<file path="src/mpd_pkg.sv">
// Package with shared types and constants of the MQTT PUBLISH deframer.
package mpd_pkg;

  // Field and bus widths.
  localparam int unsigned ByteW     = 8;
  localparam int unsigned LenW      = 28;
  localparam int unsigned TopicLenW = 16;
  localparam int unsigned CfgW      = 28;
  localparam int unsigned CfgIdxW   = 1;
  localparam int unsigned TdataW    = 40;
  localparam int unsigned TuserW    = 2;

  // Configuration register indexes.
  localparam logic [CfgIdxW-1:0] RegTopicLimit   = 1'd0;
  localparam logic [CfgIdxW-1:0] RegPayloadLimit = 1'd1;

  // Configuration reset values.
  localparam logic [TopicLenW-1:0] TopicLimitRst   = 16'd255;
  localparam logic [LenW-1:0]      PayloadLimitRst = 28'd1023;

  // Fixed header decoding.
  localparam logic [ByteW-1:0] TypeMask    = 8'hF0;
  localparam logic [ByteW-1:0] TypePublish = 8'h30;
  localparam logic [ByteW-1:0] LenDataMask = 8'h7F;
  localparam logic [ByteW-1:0] LenContMask = 8'h80;

  // Parser phase.
  typedef enum logic [1:0] {
    PhHeader,
    PhLength,
    PhBody
  } mpd_phase_e;

  // One result item.
  typedef struct packed {
    logic [ByteW-1:0] data_byte;
    logic             is_payload;
    logic             has_data;
    logic             last;
    logic [LenW-1:0]  kept_count;
  } mpd_result_t;

endpackage

</file>
<file path="src/mpd_parser.sv">
// Byte-by-byte parser of the fixed header, length and PUBLISH body.
module mpd_parser (
  input  logic                             clk_i,
  input  logic                             rst_ni,
  input  logic                             step_i,
  input  logic [mpd_pkg::ByteW-1:0]        rx_byte_i,
  input  logic [mpd_pkg::TopicLenW-1:0]    topic_limit_i,
  input  logic [mpd_pkg::LenW-1:0]         payload_limit_i,
  output logic                             res_valid_o,
  output mpd_pkg::mpd_result_t             res_o
);
  import mpd_pkg::*;

  mpd_phase_e           phase_q, phase_d;
  logic                 is_publish_q, is_publish_d;
  logic [LenW-1:0]      rem_len_q, rem_len_d;
  logic [1:0]           len_cnt_q, len_cnt_d;
  logic [LenW-1:0]      pos_q, pos_d;
  logic [TopicLenW-1:0] topic_len_q, topic_len_d;
  logic [LenW-1:0]      kept_q, kept_d;
  logic                 skip_q, skip_d;

  logic [LenW-1:0]      len_add;
  logic [LenW-1:0]      len_sum;
  logic                 len_done;
  logic [LenW:0]        pos_inc;
  logic                 final_byte;
  logic [LenW-1:0]      topic_off;
  logic [TopicLenW-1:0] topic_len_new;
  logic                 kept;
  logic                 payload;

  // Shift the seven length bits into their group.
  always_comb begin
    case (len_cnt_q)
      2'd0:    len_add = {21'd0, rx_byte_i[6:0]};
      2'd1:    len_add = {14'd0, rx_byte_i[6:0], 7'd0};
      2'd2:    len_add = {7'd0, rx_byte_i[6:0], 14'd0};
      default: len_add = {rx_byte_i[6:0], 21'd0};
    endcase
  end

  assign len_sum    = rem_len_q + len_add;
  assign len_done   = ((rx_byte_i & LenContMask) == '0) || (len_cnt_q == 2'd3);
  assign pos_inc    = {1'b0, pos_q} + {{LenW{1'b0}}, 1'b1};
  assign final_byte = (pos_inc == {1'b0, rem_len_q});
  assign topic_off  = pos_q - LenW'(2);
  assign topic_len_new = {topic_len_q[TopicLenW-1:ByteW], rx_byte_i};

  // Next phase.
  always_comb begin
    phase_d = phase_q;
    case (phase_q)
      PhHeader: phase_d = PhLength;
      PhLength: begin
        if (len_done) begin
          phase_d = (len_sum == '0) ? PhHeader : PhBody;
        end
      end
      PhBody: begin
        if (final_byte) begin
          phase_d = PhHeader;
        end
      end
      default: phase_d = PhHeader;
    endcase
  end

  // Counters, topic length and the result of this byte.
  always_comb begin
    is_publish_d = is_publish_q;
    rem_len_d    = rem_len_q;
    len_cnt_d    = len_cnt_q;
    pos_d        = pos_q;
    topic_len_d  = topic_len_q;
    kept_d       = kept_q;
    skip_d       = skip_q;
    kept         = 1'b0;
    payload      = 1'b0;
    res_valid_o  = 1'b0;
    case (phase_q)
      PhHeader: begin
        is_publish_d = ((rx_byte_i & TypeMask) == TypePublish);
        rem_len_d    = '0;
        len_cnt_d    = '0;
      end
      PhLength: begin
        rem_len_d = len_sum;
        len_cnt_d = len_cnt_q + 2'd1;
        if (len_done && (len_sum != '0)) begin
          pos_d       = '0;
          topic_len_d = '0;
          kept_d      = '0;
          skip_d      = !is_publish_q || (len_sum < LenW'(2));
        end
      end
      PhBody: begin
        if (!skip_q) begin
          if (pos_q == '0) begin
            topic_len_d = {rx_byte_i, 8'd0};
          end else if (pos_q == LenW'(1)) begin
            topic_len_d = topic_len_new;
            if (({13'd0, topic_len_new} + 29'd2) > {1'b0, rem_len_q}) begin
              skip_d = 1'b1;
            end
          end else if (topic_off < {12'd0, topic_len_q}) begin
            kept = (topic_off < {12'd0, topic_limit_i});
          end else begin
            payload = 1'b1;
            if (kept_q < payload_limit_i) begin
              kept   = 1'b1;
              kept_d = kept_q + LenW'(1);
            end
          end
        end
        pos_d       = pos_inc[LenW-1:0];
        res_valid_o = !skip_d && (kept || final_byte);
      end
      default: ;
    endcase
  end

  // Result fields; unused fields read as zero.
  always_comb begin
    res_o.data_byte  = kept ? rx_byte_i : '0;
    res_o.is_payload = kept && payload;
    res_o.has_data   = kept;
    res_o.last       = final_byte;
    res_o.kept_count = final_byte ? kept_d : '0;
  end

  // State registers.
  always_ff @(posedge clk_i or negedge rst_ni) begin
    if (!rst_ni) begin
      phase_q      <= PhHeader;
      is_publish_q <= 1'b0;
      rem_len_q    <= '0;
      len_cnt_q    <= '0;
      pos_q        <= '0;
      topic_len_q  <= '0;
      kept_q       <= '0;
      skip_q       <= 1'b0;
    end else if (step_i) begin
      phase_q      <= phase_d;
      is_publish_q <= is_publish_d;
      rem_len_q    <= rem_len_d;
      len_cnt_q    <= len_cnt_d;
      pos_q        <= pos_d;
      topic_len_q  <= topic_len_d;
      kept_q       <= kept_d;
      skip_q       <= skip_d;
    end
  end

endmodule

</file>
<file path="src/mqtt_publish_deframer_unit.sv">
// Top level of the MQTT PUBLISH deframer: config registers, parser and output buffer.
// A result is registered into the output register, or the skid register while stalled.
// Throughput: one received byte per cycle; the parser state updates in a single pass.
// A two-entry output (result register plus skid register) keeps input flowing through
// an output stall until the skid fills; input stops only while the skid register is full.
// Reset (rst_ni low, asynchronous) clears the parser state, empties the output and
// restores topic_limit to 255 and payload_limit to 1023.
module mqtt_publish_deframer_unit (
  input  logic                          clk_i,
  input  logic                          rst_ni,
  // Configuration write port.
  input  logic                          cfg_we_i,
  input  logic [mpd_pkg::CfgIdxW-1:0]   cfg_idx_i,
  input  logic [mpd_pkg::CfgW-1:0]      cfg_wdata_i,
  // Received byte stream.
  input  logic                          s_axis_tvalid_i,
  output logic                          s_axis_tready_o,
  input  logic [mpd_pkg::ByteW-1:0]     s_axis_tdata_i,  // [7:0] rx_byte
  // Result stream.
  output logic                          m_axis_tvalid_o,
  input  logic                          m_axis_tready_i,
  output logic [mpd_pkg::TdataW-1:0]    m_axis_tdata_o,  // [7:0] data_byte, [35:8] kept_count
  output logic [mpd_pkg::TuserW-1:0]    m_axis_tuser_o,  // [0] is_payload, [1] has_data
  output logic                          m_axis_tlast_o   // last
);
  import mpd_pkg::*;

  logic [TopicLenW-1:0] topic_limit_q;
  logic [LenW-1:0]      payload_limit_q;
  logic                 in_xfer;
  logic                 res_valid;
  mpd_result_t          res;
  logic                 out_valid_q, skid_valid_q;
  mpd_result_t          out_q, skid_q;
  logic                 out_free;

  // Configuration registers.
  always_ff @(posedge clk_i or negedge rst_ni) begin
    if (!rst_ni) begin
      topic_limit_q   <= TopicLimitRst;
      payload_limit_q <= PayloadLimitRst;
    end else if (cfg_we_i) begin
      case (cfg_idx_i)
        RegTopicLimit:   topic_limit_q   <= cfg_wdata_i[TopicLenW-1:0];
        RegPayloadLimit: payload_limit_q <= cfg_wdata_i[LenW-1:0];
        default: ;
      endcase
    end
  end

  assign s_axis_tready_o = !skid_valid_q;
  assign in_xfer         = s_axis_tvalid_i && s_axis_tready_o;

  mpd_parser u_parser (
    .clk_i           (clk_i),
    .rst_ni          (rst_ni),
    .step_i          (in_xfer),
    .rx_byte_i       (s_axis_tdata_i),
    .topic_limit_i   (topic_limit_q),
    .payload_limit_i (payload_limit_q),
    .res_valid_o     (res_valid),
    .res_o           (res)
  );

  assign out_free = !out_valid_q || m_axis_tready_i;

  // Output register with a skid register behind it.
  always_ff @(posedge clk_i or negedge rst_ni) begin
    if (!rst_ni) begin
      out_valid_q  <= 1'b0;
      skid_valid_q <= 1'b0;
    end else if (in_xfer && res_valid) begin
      if (out_free) begin
        out_valid_q <= 1'b1;
      end else begin
        skid_valid_q <= 1'b1;
      end
    end else if (out_free) begin
      out_valid_q  <= skid_valid_q;
      skid_valid_q <= 1'b0;
    end
  end

  always_ff @(posedge clk_i) begin
    if (in_xfer && res_valid) begin
      if (out_free) begin
        out_q <= res;
      end else begin
        skid_q <= res;
      end
    end else if (out_free && skid_valid_q) begin
      out_q <= skid_q;
    end
  end

  // Pack the result onto the master side.
  assign m_axis_tvalid_o = out_valid_q;
  assign m_axis_tdata_o  = {4'd0, out_q.kept_count, out_q.data_byte};
  assign m_axis_tuser_o  = {out_q.has_data, out_q.is_payload};
  assign m_axis_tlast_o  = out_q.last;

endmodule

</file>
<file path="config.mk">
export PLATFORM = sky130hd
export DESIGN_NAME = mqtt_publish_deframer_unit
export DESIGN_NICKNAME = d
export VERILOG_FILES = /design/src/mpd_pkg.sv /design/src/mpd_parser.sv /design/src/mqtt_publish_deframer_unit.sv
export SDC_FILE = /design/constraint.sdc
export NUM_CORES = 1
export LEC_CHECK = 0
export BUFFER_PORTS_ARGS = -buffer_cell sky130_fd_sc_hd__buf_4
export CAP_MARGIN = 20
export CORE_MARGIN = 4
export CORE_UTILIZATION = 45
export CTS_CLUSTER_DIAMETER = 200
export CTS_CLUSTER_SIZE = 16
export DETAILED_ROUTE_END_ITERATION = 8
export PLACE_DENSITY = 0.61
export SYNTH_ARGS = -nofsm -noshare
export SYNTH_HDL_FRONTEND = slang
export SYNTH_HIERARCHICAL = 1
export SYNTH_SLANG_ARGS = --single-unit
</file>
<file path="constraint.sdc">
create_clock -name clk_i -period 8.1 [get_ports clk_i]
set_input_delay 1.62 -clock clk_i [delete_from_list [all_inputs] [get_ports clk_i]]
set_output_delay 1.62 -clock clk_i [all_outputs]
set_load 0.01 [all_outputs]
</file>
==> impl_metrics.csv, run 1 <==
group,metric,value,unit
cts,ctsHoldBuffers,0,
cells_and_area,final_area,17680,sq um
flow_run,cap_violations,0,
power_and_ir_drop,p_per_area,227.7,nW/um^2
power_and_ir_drop,ir_drop,0.1570,mV
timing,fin_skew,0.03121,ns
timing,fmax,164.8,MHz
worst_setup_path,critPathMaxStageDelay,0.65,ns
synth,synth_edf_count,78,
cells_and_area,areaGrowthSynthToFinish,8.374,%
cts,cts_resized,0,
power_and_ir_drop,combinationalPowerShare,0.424,
floorplanning,chipWidth,198.4,microns
timing,rsz0062_at_grt,"no",
timing,final.period_utilization,0.7491,
power_and_ir_drop,clkPwrFrac,0.217,
floorplanning,start_util,0.4576,
power_and_ir_drop,sw_frac_of_total,0.4154,
worst_setup_path,cp-start-kind,"flop",
synth,synth_flop_cell,"dfrtp_1",
global_route,grt-ovfl-total,0,
synth,synth.yosys.warnings,6,
worst_setup_path,crit_arrival,6.27,ns
placed_design,placed_area,17130,sq um
synth,synth_area_leader_cell,"dfrtp_1",
worst_setup_path,cp_slowest_cell,"nor4_2",
floorplanning,core.rowCount,69,
min_path,worstHoldPathType,"reg -> reg",
global_route,grt_usage,0.2445,
worst_setup_path,critical_path.cell_chain,"nor4_2 > nand4_1 > nor3_1 > xor2_1 > ha_1 > nand4_1 > nor4_1 > a211oi_1 > o221ai_1 > nand3b_1 > nor2_1 > nor2_1 > a21oi_1 > nand3b_4 > nor2_4 > buf_12",
worst_setup_path,reg2reg_depth,16,
cells_and_area,drive_above_1_share,0.1470,
worst_setup_path,crit_type,"reg -> reg",
timing,slew_headroom,0.3042,
cts,cts.reportedPaths.clkPinSlew,0.08,ns
timing,finalHoldViolCount,0,
worst_setup_path,r2r_slack,2.03,ns
synth,ys_types,90,
worst_setup_path,worst_setup_path_end_kind,"flop",
cells_and_area,post-route-util,0.4959,
route,drc_errors,0,
power_and_ir_drop,switchingPower,0.001672,W
cts,cts_inserted_buffers,18,
min_path,hold_depth,1,
synth,avgSynthCellArea,9.509,sq um
cts,clk_path_buf_depth,3,
synth,ys_ff_latch,230,
synth,synth_area,16320,sq um
cts,root_buffer,"clkbuf_16",
global_route,antenna_found_initial,1,
global_route,grt_max_degree,91,
global_route,grt_pass1_vias,13200,
route,firstDrtPassIters,6,
synth,postSynthCellCount,1716,
worst_setup_path,cp_top_family,"simple AND/OR/NAND/NOR gates",
cts,cts_tree,"done",
min_path,min_to,"payload_limit_q[17]",
synth,synth_most_common_cell,"nand2_1",
cells_and_area,nets,1889,
timing,tightest_slew,1.037,ns
timing,setup_viol,0,
cts,h-tree-depth,1,
synth,ys_seq_area_frac,0.3780,
min_path,min_from,"payload_limit_q[17]",
route,drtAntennaViolNets,0,
route,wirelength,49350,microns
power_and_ir_drop,leakage,7.403,nW
floorplanning,core-area,35660,sq um
placed_design,io_buffers,82,
floorplanning,io_pins,87,
cts,cts.sinks,230,
power_and_ir_drop,power_frac_seq,0.360,
cts,post_cts_buffers,0,
placed_design,dpl.hpwl,36690,microns
route,wire_per_inst,22.40,microns
timing,fin_ws,2.033,ns
timing,tns,0,ns
timing,slew_viol_final,0,
route,vias,13790,
power_and_ir_drop,p_int,0.002354,W
cells_and_area,num_antenna_cells,0,
worst_setup_path,r2r-end,"skid_q[26]",
timing,post-route-min-period,6.067,ns
synth,synthTopCellsByCount,"140 x nand2_1, 134 x dfrtp_1, 116 x ha_1",
synth,async_reset_ff_frac,0.6609,
placed_design,gp_congestion,0.9452,
worst_setup_path,crit_required,8.31,ns
worst_setup_path,critPathBufInv,1,
worst_setup_path,cp_max_fo,40,
placed_design,dpl_worst_slack,1.605,ns
route,drtIter0Drc,924,
floorplanning,die_area,39370,sq um
worst_setup_path,crit-reg2reg-launch,"u_parser/pos_q[5]",
synth,yosysTopAreaCellShare,0.2055,
route,vias_per_cell,6.258,
floorplanning,die_h,198.4,microns
global_route,grt_pass1_wl,76750,microns
outcome,status,"complete, no violations",
synth,synth.area.top_cells,"dfrtp_1 21%, edfxtp_1 14%, ha_1 8.9%, mux2_2 5.2%, nand2_1 3.2%",
cts,worstSkewPairLatency,0.52,ns
==> kinds of logic (layout without fill, tap and decap cells) <==
group                    count (synthesis)  in the layout  share of synthesized area
flip-flops                             230            230                     0.3780
AO/OA/AOI/OAI                          465            465                     0.1942
AND/OR/NAND/NOR                        505            505                     0.1644
adder cells (fa/ha/maj)                117            117                    0.09018
XOR/XNOR                                76             76                    0.04079
other                                    1              4                  0.0002298
buffers and inverters                  218            241                    0.05920
multiplexers                           104            104                    0.07292
==> cell usage in the layout (no fill, tap or decap), types with 10 or more instances in the layout <==
cell type | netlist | layout
buf_4 | 10 | 97
ha_1 | 116 | 116
nand3_1 | 40 | 40
nand2_1 | 140 | 140
a21oi_1 | 99 | 98
edfxtp_1 | 78 | 78
o31ai_1 | 45 | 45
a41oi_1 | 13 | 13
and2_1 | 44 | 44
a31oi_1 | 55 | 55
dfrtp_1 | 134 | 134
or3_1 | 17 | 17
nor2_1 | 68 | 66
o21ai_0 | 68 | 67
mux2i_1 | 15 | 15
xor2_1 | 30 | 30
inv_1 | 109 | 109
nand4_1 | 32 | 32
mux2_4 | 10 | 10
clkbuf_1 | 66 | 12
o41ai_1 | 27 | 27
clkbuf_16 | 0 | 18
or4_1 | 15 | 15
mux2_2 | 76 | 76
a21o_1 | 26 | 26
o21a_1 | 13 | 13
nor3_1 | 46 | 46
dfstp_2 | 18 | 18
o21ai_1 | 10 | 10
and3_1 | 28 | 28
o211ai_1 | 12 | 12
a22o_1 | 13 | 13
a211oi_1 | 10 | 10
nor2b_1 | 12 | 12
xnor2_1 | 46 | 46
nand2b_1 | 11 | 11
nor4_1 | 18 | 18
==> sequential cells by signal, indices dropped and copies added (netlist names), 2 cells and up <==
name / cells
m_axis_tuser_o: 2
u_parser/len_cnt_q: 2
u_parser/rem_len_q: 28
u_parser/kept_q: 28
u_parser/pos_q: 28
u_parser/phase_q: 2
skid_q: 39
m_axis_tdata_o: 36
payload_limit_q: 28
topic_limit_q: 16
u_parser/topic_len_q: 16
==> power groups by stage <==
stage               clock network, W  logic [W]  registers (W)
CTS                         0.000892    0.00167        0.00145
global route                0.000943    0.00188        0.00146
detailed placement                 0    0.00167        0.00147
floorplan                          0    0.00123        0.00140
finish                      0.000872    0.00171        0.00145
global placement                   0    0.00164        0.00147
==> routing by layer <==
metal / part of all wire / vias up / GRT usage
met4: 0.034 / 0 / 0.07320
met3: 0.054 / 87 / 0.03303
li1: - / 6418 / -
met1: 0.43 / 6820 / 0.3328
met2: 0.48 / 462 / 0.4095
met5: 0 / - / 0
==> through the flow <==
step | hold WS, ns | instances | total power (W)
floorplan | 0.4430 | 1719 | 0.002633
detailed placement | 0.4930 | 2170 | 0.003136
global placement | 0.4915 | 2169 | 0.003105
global route | 0.5167 | 2203 | 0.004278
CTS | 0.5096 | 2202 | 0.004014
finish | 0.5054 | 2203 | 0.004026
==> worst max-delay path by stage <==
stage,cells after the start,from,endpoint
after CTS,15,u_parser/pos_q[5],skid_q[12]
after floorplan,15,s_axis_tdata_i[6],m_axis_tdata_o[0]
after detailed placement,16,s_axis_tdata_i[5],skid_q[22]
final,16,u_parser/pos_q[5],skid_q[26]
after global placement,15,s_axis_tdata_i[5],skid_q[22]
after global routing,16,u_parser/pos_q[5],skid_q[26]
==> area by class of cell <==
class | count | area (sq um)
clock buffer | 30 | 495.5
clock inverter | 2 | 27.53
fill | 3356 | 17970
inverter | 109 | 409.1
multi-input combinational | 1271 | 9219
sequential | 230 | 6168
tap | 461 | 576.8
timing repair buffer | 100 | 787.0
==> worst register-to-register path, stage by stage (launching register included) <==
cell	delay, ns
dfrtp_1	0.52
nor4_2	0.65
nand4_1	0.32
nor3_1	0.26
xor2_1	0.14
ha_1	0.32
nand4_1	0.18
nor4_1	0.47
a211oi_1	0.13
o221ai_1	0.22
nand3b_1	0.39
nor2_1	0.29
nor2_1	0.13
a21oi_1	0.32
nand3b_4	0.52
nor2_4	0.61
buf_12	0.26
Note: power is estimated with default switching activity, not from simulation.
==> inputs of run 2 (changes only) <==
--- a/config.mk
+++ b/config.mk
@@ -12,7 +12,7 @@
 export CTS_CLUSTER_DIAMETER = 200
 export CTS_CLUSTER_SIZE = 16
 export DETAILED_ROUTE_END_ITERATION = 8
-export PLACE_DENSITY = 0.61
+export PLACE_DENSITY = 0.63
 export SYNTH_ARGS = -nofsm -noshare
 export SYNTH_HDL_FRONTEND = slang
 export SYNTH_HIERARCHICAL = 1
==> constraint.sdc (replaced) <==
create_clock -name clk_i -period 5.2 [get_ports clk_i]
set_input_delay 1.04 -clock clk_i [delete_from_list [all_inputs] [get_ports clk_i]]
set_output_delay 1.04 -clock clk_i [all_outputs]
set_load 0.01 [all_outputs]
==> run 2 against run 1 <==
Compared with the run above: maximum frequency increased by 21%; routed wire length grew 1.7%; sequential share of layout area shrank 1.5 points; combinational power rose by 65%; final area increased by 4.4%; worst setup slack got worse by 1.8 ns.
==> impl_metrics.csv, run 2 (synthesis results as in run 1) <==
group,metric,value,unit
global_route,grt_pass1_wl,78580,microns
min_path,min_from,"u_parser/is_publish_q",
floorplanning,core.rowCount,69,
timing,finalHoldViolCount,0,
global_route,grt_max_degree,91,
cts,cts_resized,0,
cts,worstSkewPairLatency,0.52,ns
timing,final.period_utilization,0.9627,
cells_and_area,nFillCells,3258,
cells_and_area,nets,1974,
worst_setup_path,critical_path.cell_chain,"inv_1 > ha_1 > nor2b_1 > buf_4 > and2_1 > ha_1 > a21oi_1 > o21ai_1 > a2111o_1 > o21a_1 > or3_1 > a221oi_2 > nand4_2 > nor4b_4 > buf_12 > buf_4 > nor3_1 > mux2_2",
floorplanning,die_area,39370,sq um
worst_setup_path,worst_setup_path_end_kind,"flop",
worst_setup_path,cp_slowest_cell,"dfrtp_1",
power_and_ir_drop,p_per_area,348.2,nW/um^2
cells_and_area,multiInputGateArea,9295,sq um
global_route,antenna_found_initial,0,
cts,cts.sinks,230,
timing,fin_skew,0.02991,ns
timing,tightest_slew,1.039,ns
cts,clk_path_buf_depth,3,
cells_and_area,layout_commonest_cell,"buf_4",
timing,slew_viol_final,0,
worst_setup_path,r2r-end,"u_parser/pos_q[0]",
floorplanning,start_util,0.4576,
placed_design,placed_area,17860,sq um
global_route,grt_pass1_vias,13760,
route,met2_wirelength,23900,microns
cells_and_area,final_cell_mix,"177 x buf_4, 140 x nand2_1, 134 x dfrtp_1",
power_and_ir_drop,leakage,7.904,nW
route,drtAntennaViolNets,0,
cells_and_area,seq_area,6168,sq um
timing,post-route-min-period,5.006,ns
worst_setup_path,crit_arrival,5.40,ns
route,firstDrtPassIters,6,
outcome,status,"complete, no violations",
cts,ctsHoldBuffers,0,
route,top_layer,"met4",
cells_and_area,num_antenna_cells,0,
floorplanning,io_pins,87,
power_and_ir_drop,ir_drop,0.2866,mV
worst_setup_path,r2r_slack,0.19,ns
worst_setup_path,cp_num_cells,18,
floorplanning,chipWidth,198.4,microns
cells_and_area,final_area,18450,sq um
worst_setup_path,crit_required,5.59,ns
worst_setup_path,reg2reg_depth,18,
route,wirelength,50210,microns
timing,fmax,199.8,MHz
route,drc_errors,0,
worst_setup_path,crit_type,"reg -> reg",
floorplanning,core-area,35660,sq um
timing,tns,0,ns
route,vias_per_cell,6.126,
cells_and_area,drive_above_1_share,0.1927,
cts,cts.reportedPaths.clkPinSlew,0.07,ns
worst_setup_path,cp_top_family,"compound AO/OA/AOI/OAI gates",
timing,rsz0062_at_grt,"no",
worst_setup_path,crit-reg2reg-launch,"u_parser/len_cnt_q[1]",
route,drtIter0Drc,1235,
route,wl_met3,2718,microns
global_route,grt_usage,0.2505,
worst_setup_path,cp_max_fo,32,
cts,h-tree-depth,1,
cts,post_cts_buffers,0,
cells_and_area,max_flop_register,"skid_q",
placed_design,dpl.hpwl,37310,microns
worst_setup_path,cp-start-kind,"flop",
cells_and_area,areaGrowthSynthToFinish,13.09,%
route,vias,14020,
cells_and_area,largest_register_ffs,39,
timing,setup_viol,0,
flow_run,cap_violations,0,
cts,root_buffer,"clkbuf_16",
min_path,min_to,"u_parser/is_publish_q",
placed_design,io_buffers,82,
placed_design,gp_congestion,0.9290,
worst_setup_path,critPathMaxStageDelay,0.45,ns
global_route,grt-ovfl-total,0,
min_path,worstHoldPathType,"reg -> reg",
worst_setup_path,critPathBufInv,4,
timing,slew_headroom,0.3072,
route,wire_per_inst,21.94,microns
cts,cts_inserted_buffers,18,
floorplanning,die_h,198.4,microns
min_path,hold_depth,2,
route,met1_length,21690,microns
cts,cts_tree,"done",
==> run 2: per-layer routing <==
| metal | track usage | vias to the layer above |
|---|---|---|
| met5 | 0 | - |
| met4 | 0.08080 | 0 |
| met3 | 0.02778 | 110 |
| met2 | 0.4246 | 495 |
| met1 | 0.3383 | 6817 |
| li1 | - | 6595 |
==> run 2: power breakdown <==
group / switching (W) / total [W] / internal (W)
Sequential: 0.000211 / 0.00225 / 0.00204
Clock: 0.000681 / 0.00134 / 0.000662
Combinational: 0.00174 / 0.00283 / 0.00109
==> run 2: stage by stage <==
step / total power (W) / std cells / utilization / setup slack [ns] / hold slack, ns
floorplan: 0.004103 / 1719 / - / 0.03642 / 0.4430
global placement: 0.004993 / 2256 / 0.5008 / -0.1490 / 0.4564
detailed placement: 0.005034 / 2256 / 0.5008 / -0.1969 / 0.4663
CTS: 0.006396 / 2288 / 0.5155 / 0.06534 / 0.4840
global route: 0.006838 / 2288 / 0.5175 / 0.01257 / 0.5135
finish: 0.006425 / 2288 / 0.5175 / 0.1939 / 0.4864
==> run 2: how the worst max path moves through the flow <==
stage | from | endpoint | slack [ns]
CTS | u_parser/len_cnt_q[0] | u_parser/pos_q[0] | 0.07
global placement | s_axis_tdata_i[0] | m_axis_tdata_o[31] | -0.15
finish | u_parser/len_cnt_q[1] | u_parser/pos_q[0] | 0.19
detailed placement | s_axis_tdata_i[0] | m_axis_tdata_o[13] | -0.20
global route | u_parser/len_cnt_q[0] | u_parser/pos_q[0] | 0.01
floorplan | s_axis_tdata_i[6] | skid_q[0] | 0.04
==> run 2: cell type report <==
| class | instances | share of cell area |
|---|---|---|
| Clock buffer | 30 | 0.02685 |
| Tap cell | 461 | 0.03126 |
| Timing Repair Buffer | 185 | 0.08021 |
| Clock inverter | 2 | 0.001492 |
| Multi-Input combinational cell | 1271 | 0.5037 |
| Sequential cell | 230 | 0.3343 |
| Inverter | 109 | 0.02217 |
==> run 2: worst reg2reg max path: stages, from the launching register on <==
cell      delay [ns]
dfrtp_1         0.45
inv_1           0.10
ha_1            0.19
nor2b_1         0.13
buf_4           0.16
and2_1          0.16
ha_1            0.34
a21oi_1         0.39
o21ai_1         0.14
a2111o_1        0.44
o21a_1          0.21
or3_1           0.34
a221oi_2        0.30
nand4_2         0.20
nor4b_4         0.36
buf_12          0.23
buf_4           0.28
nor3_1          0.15
mux2_2          0.34
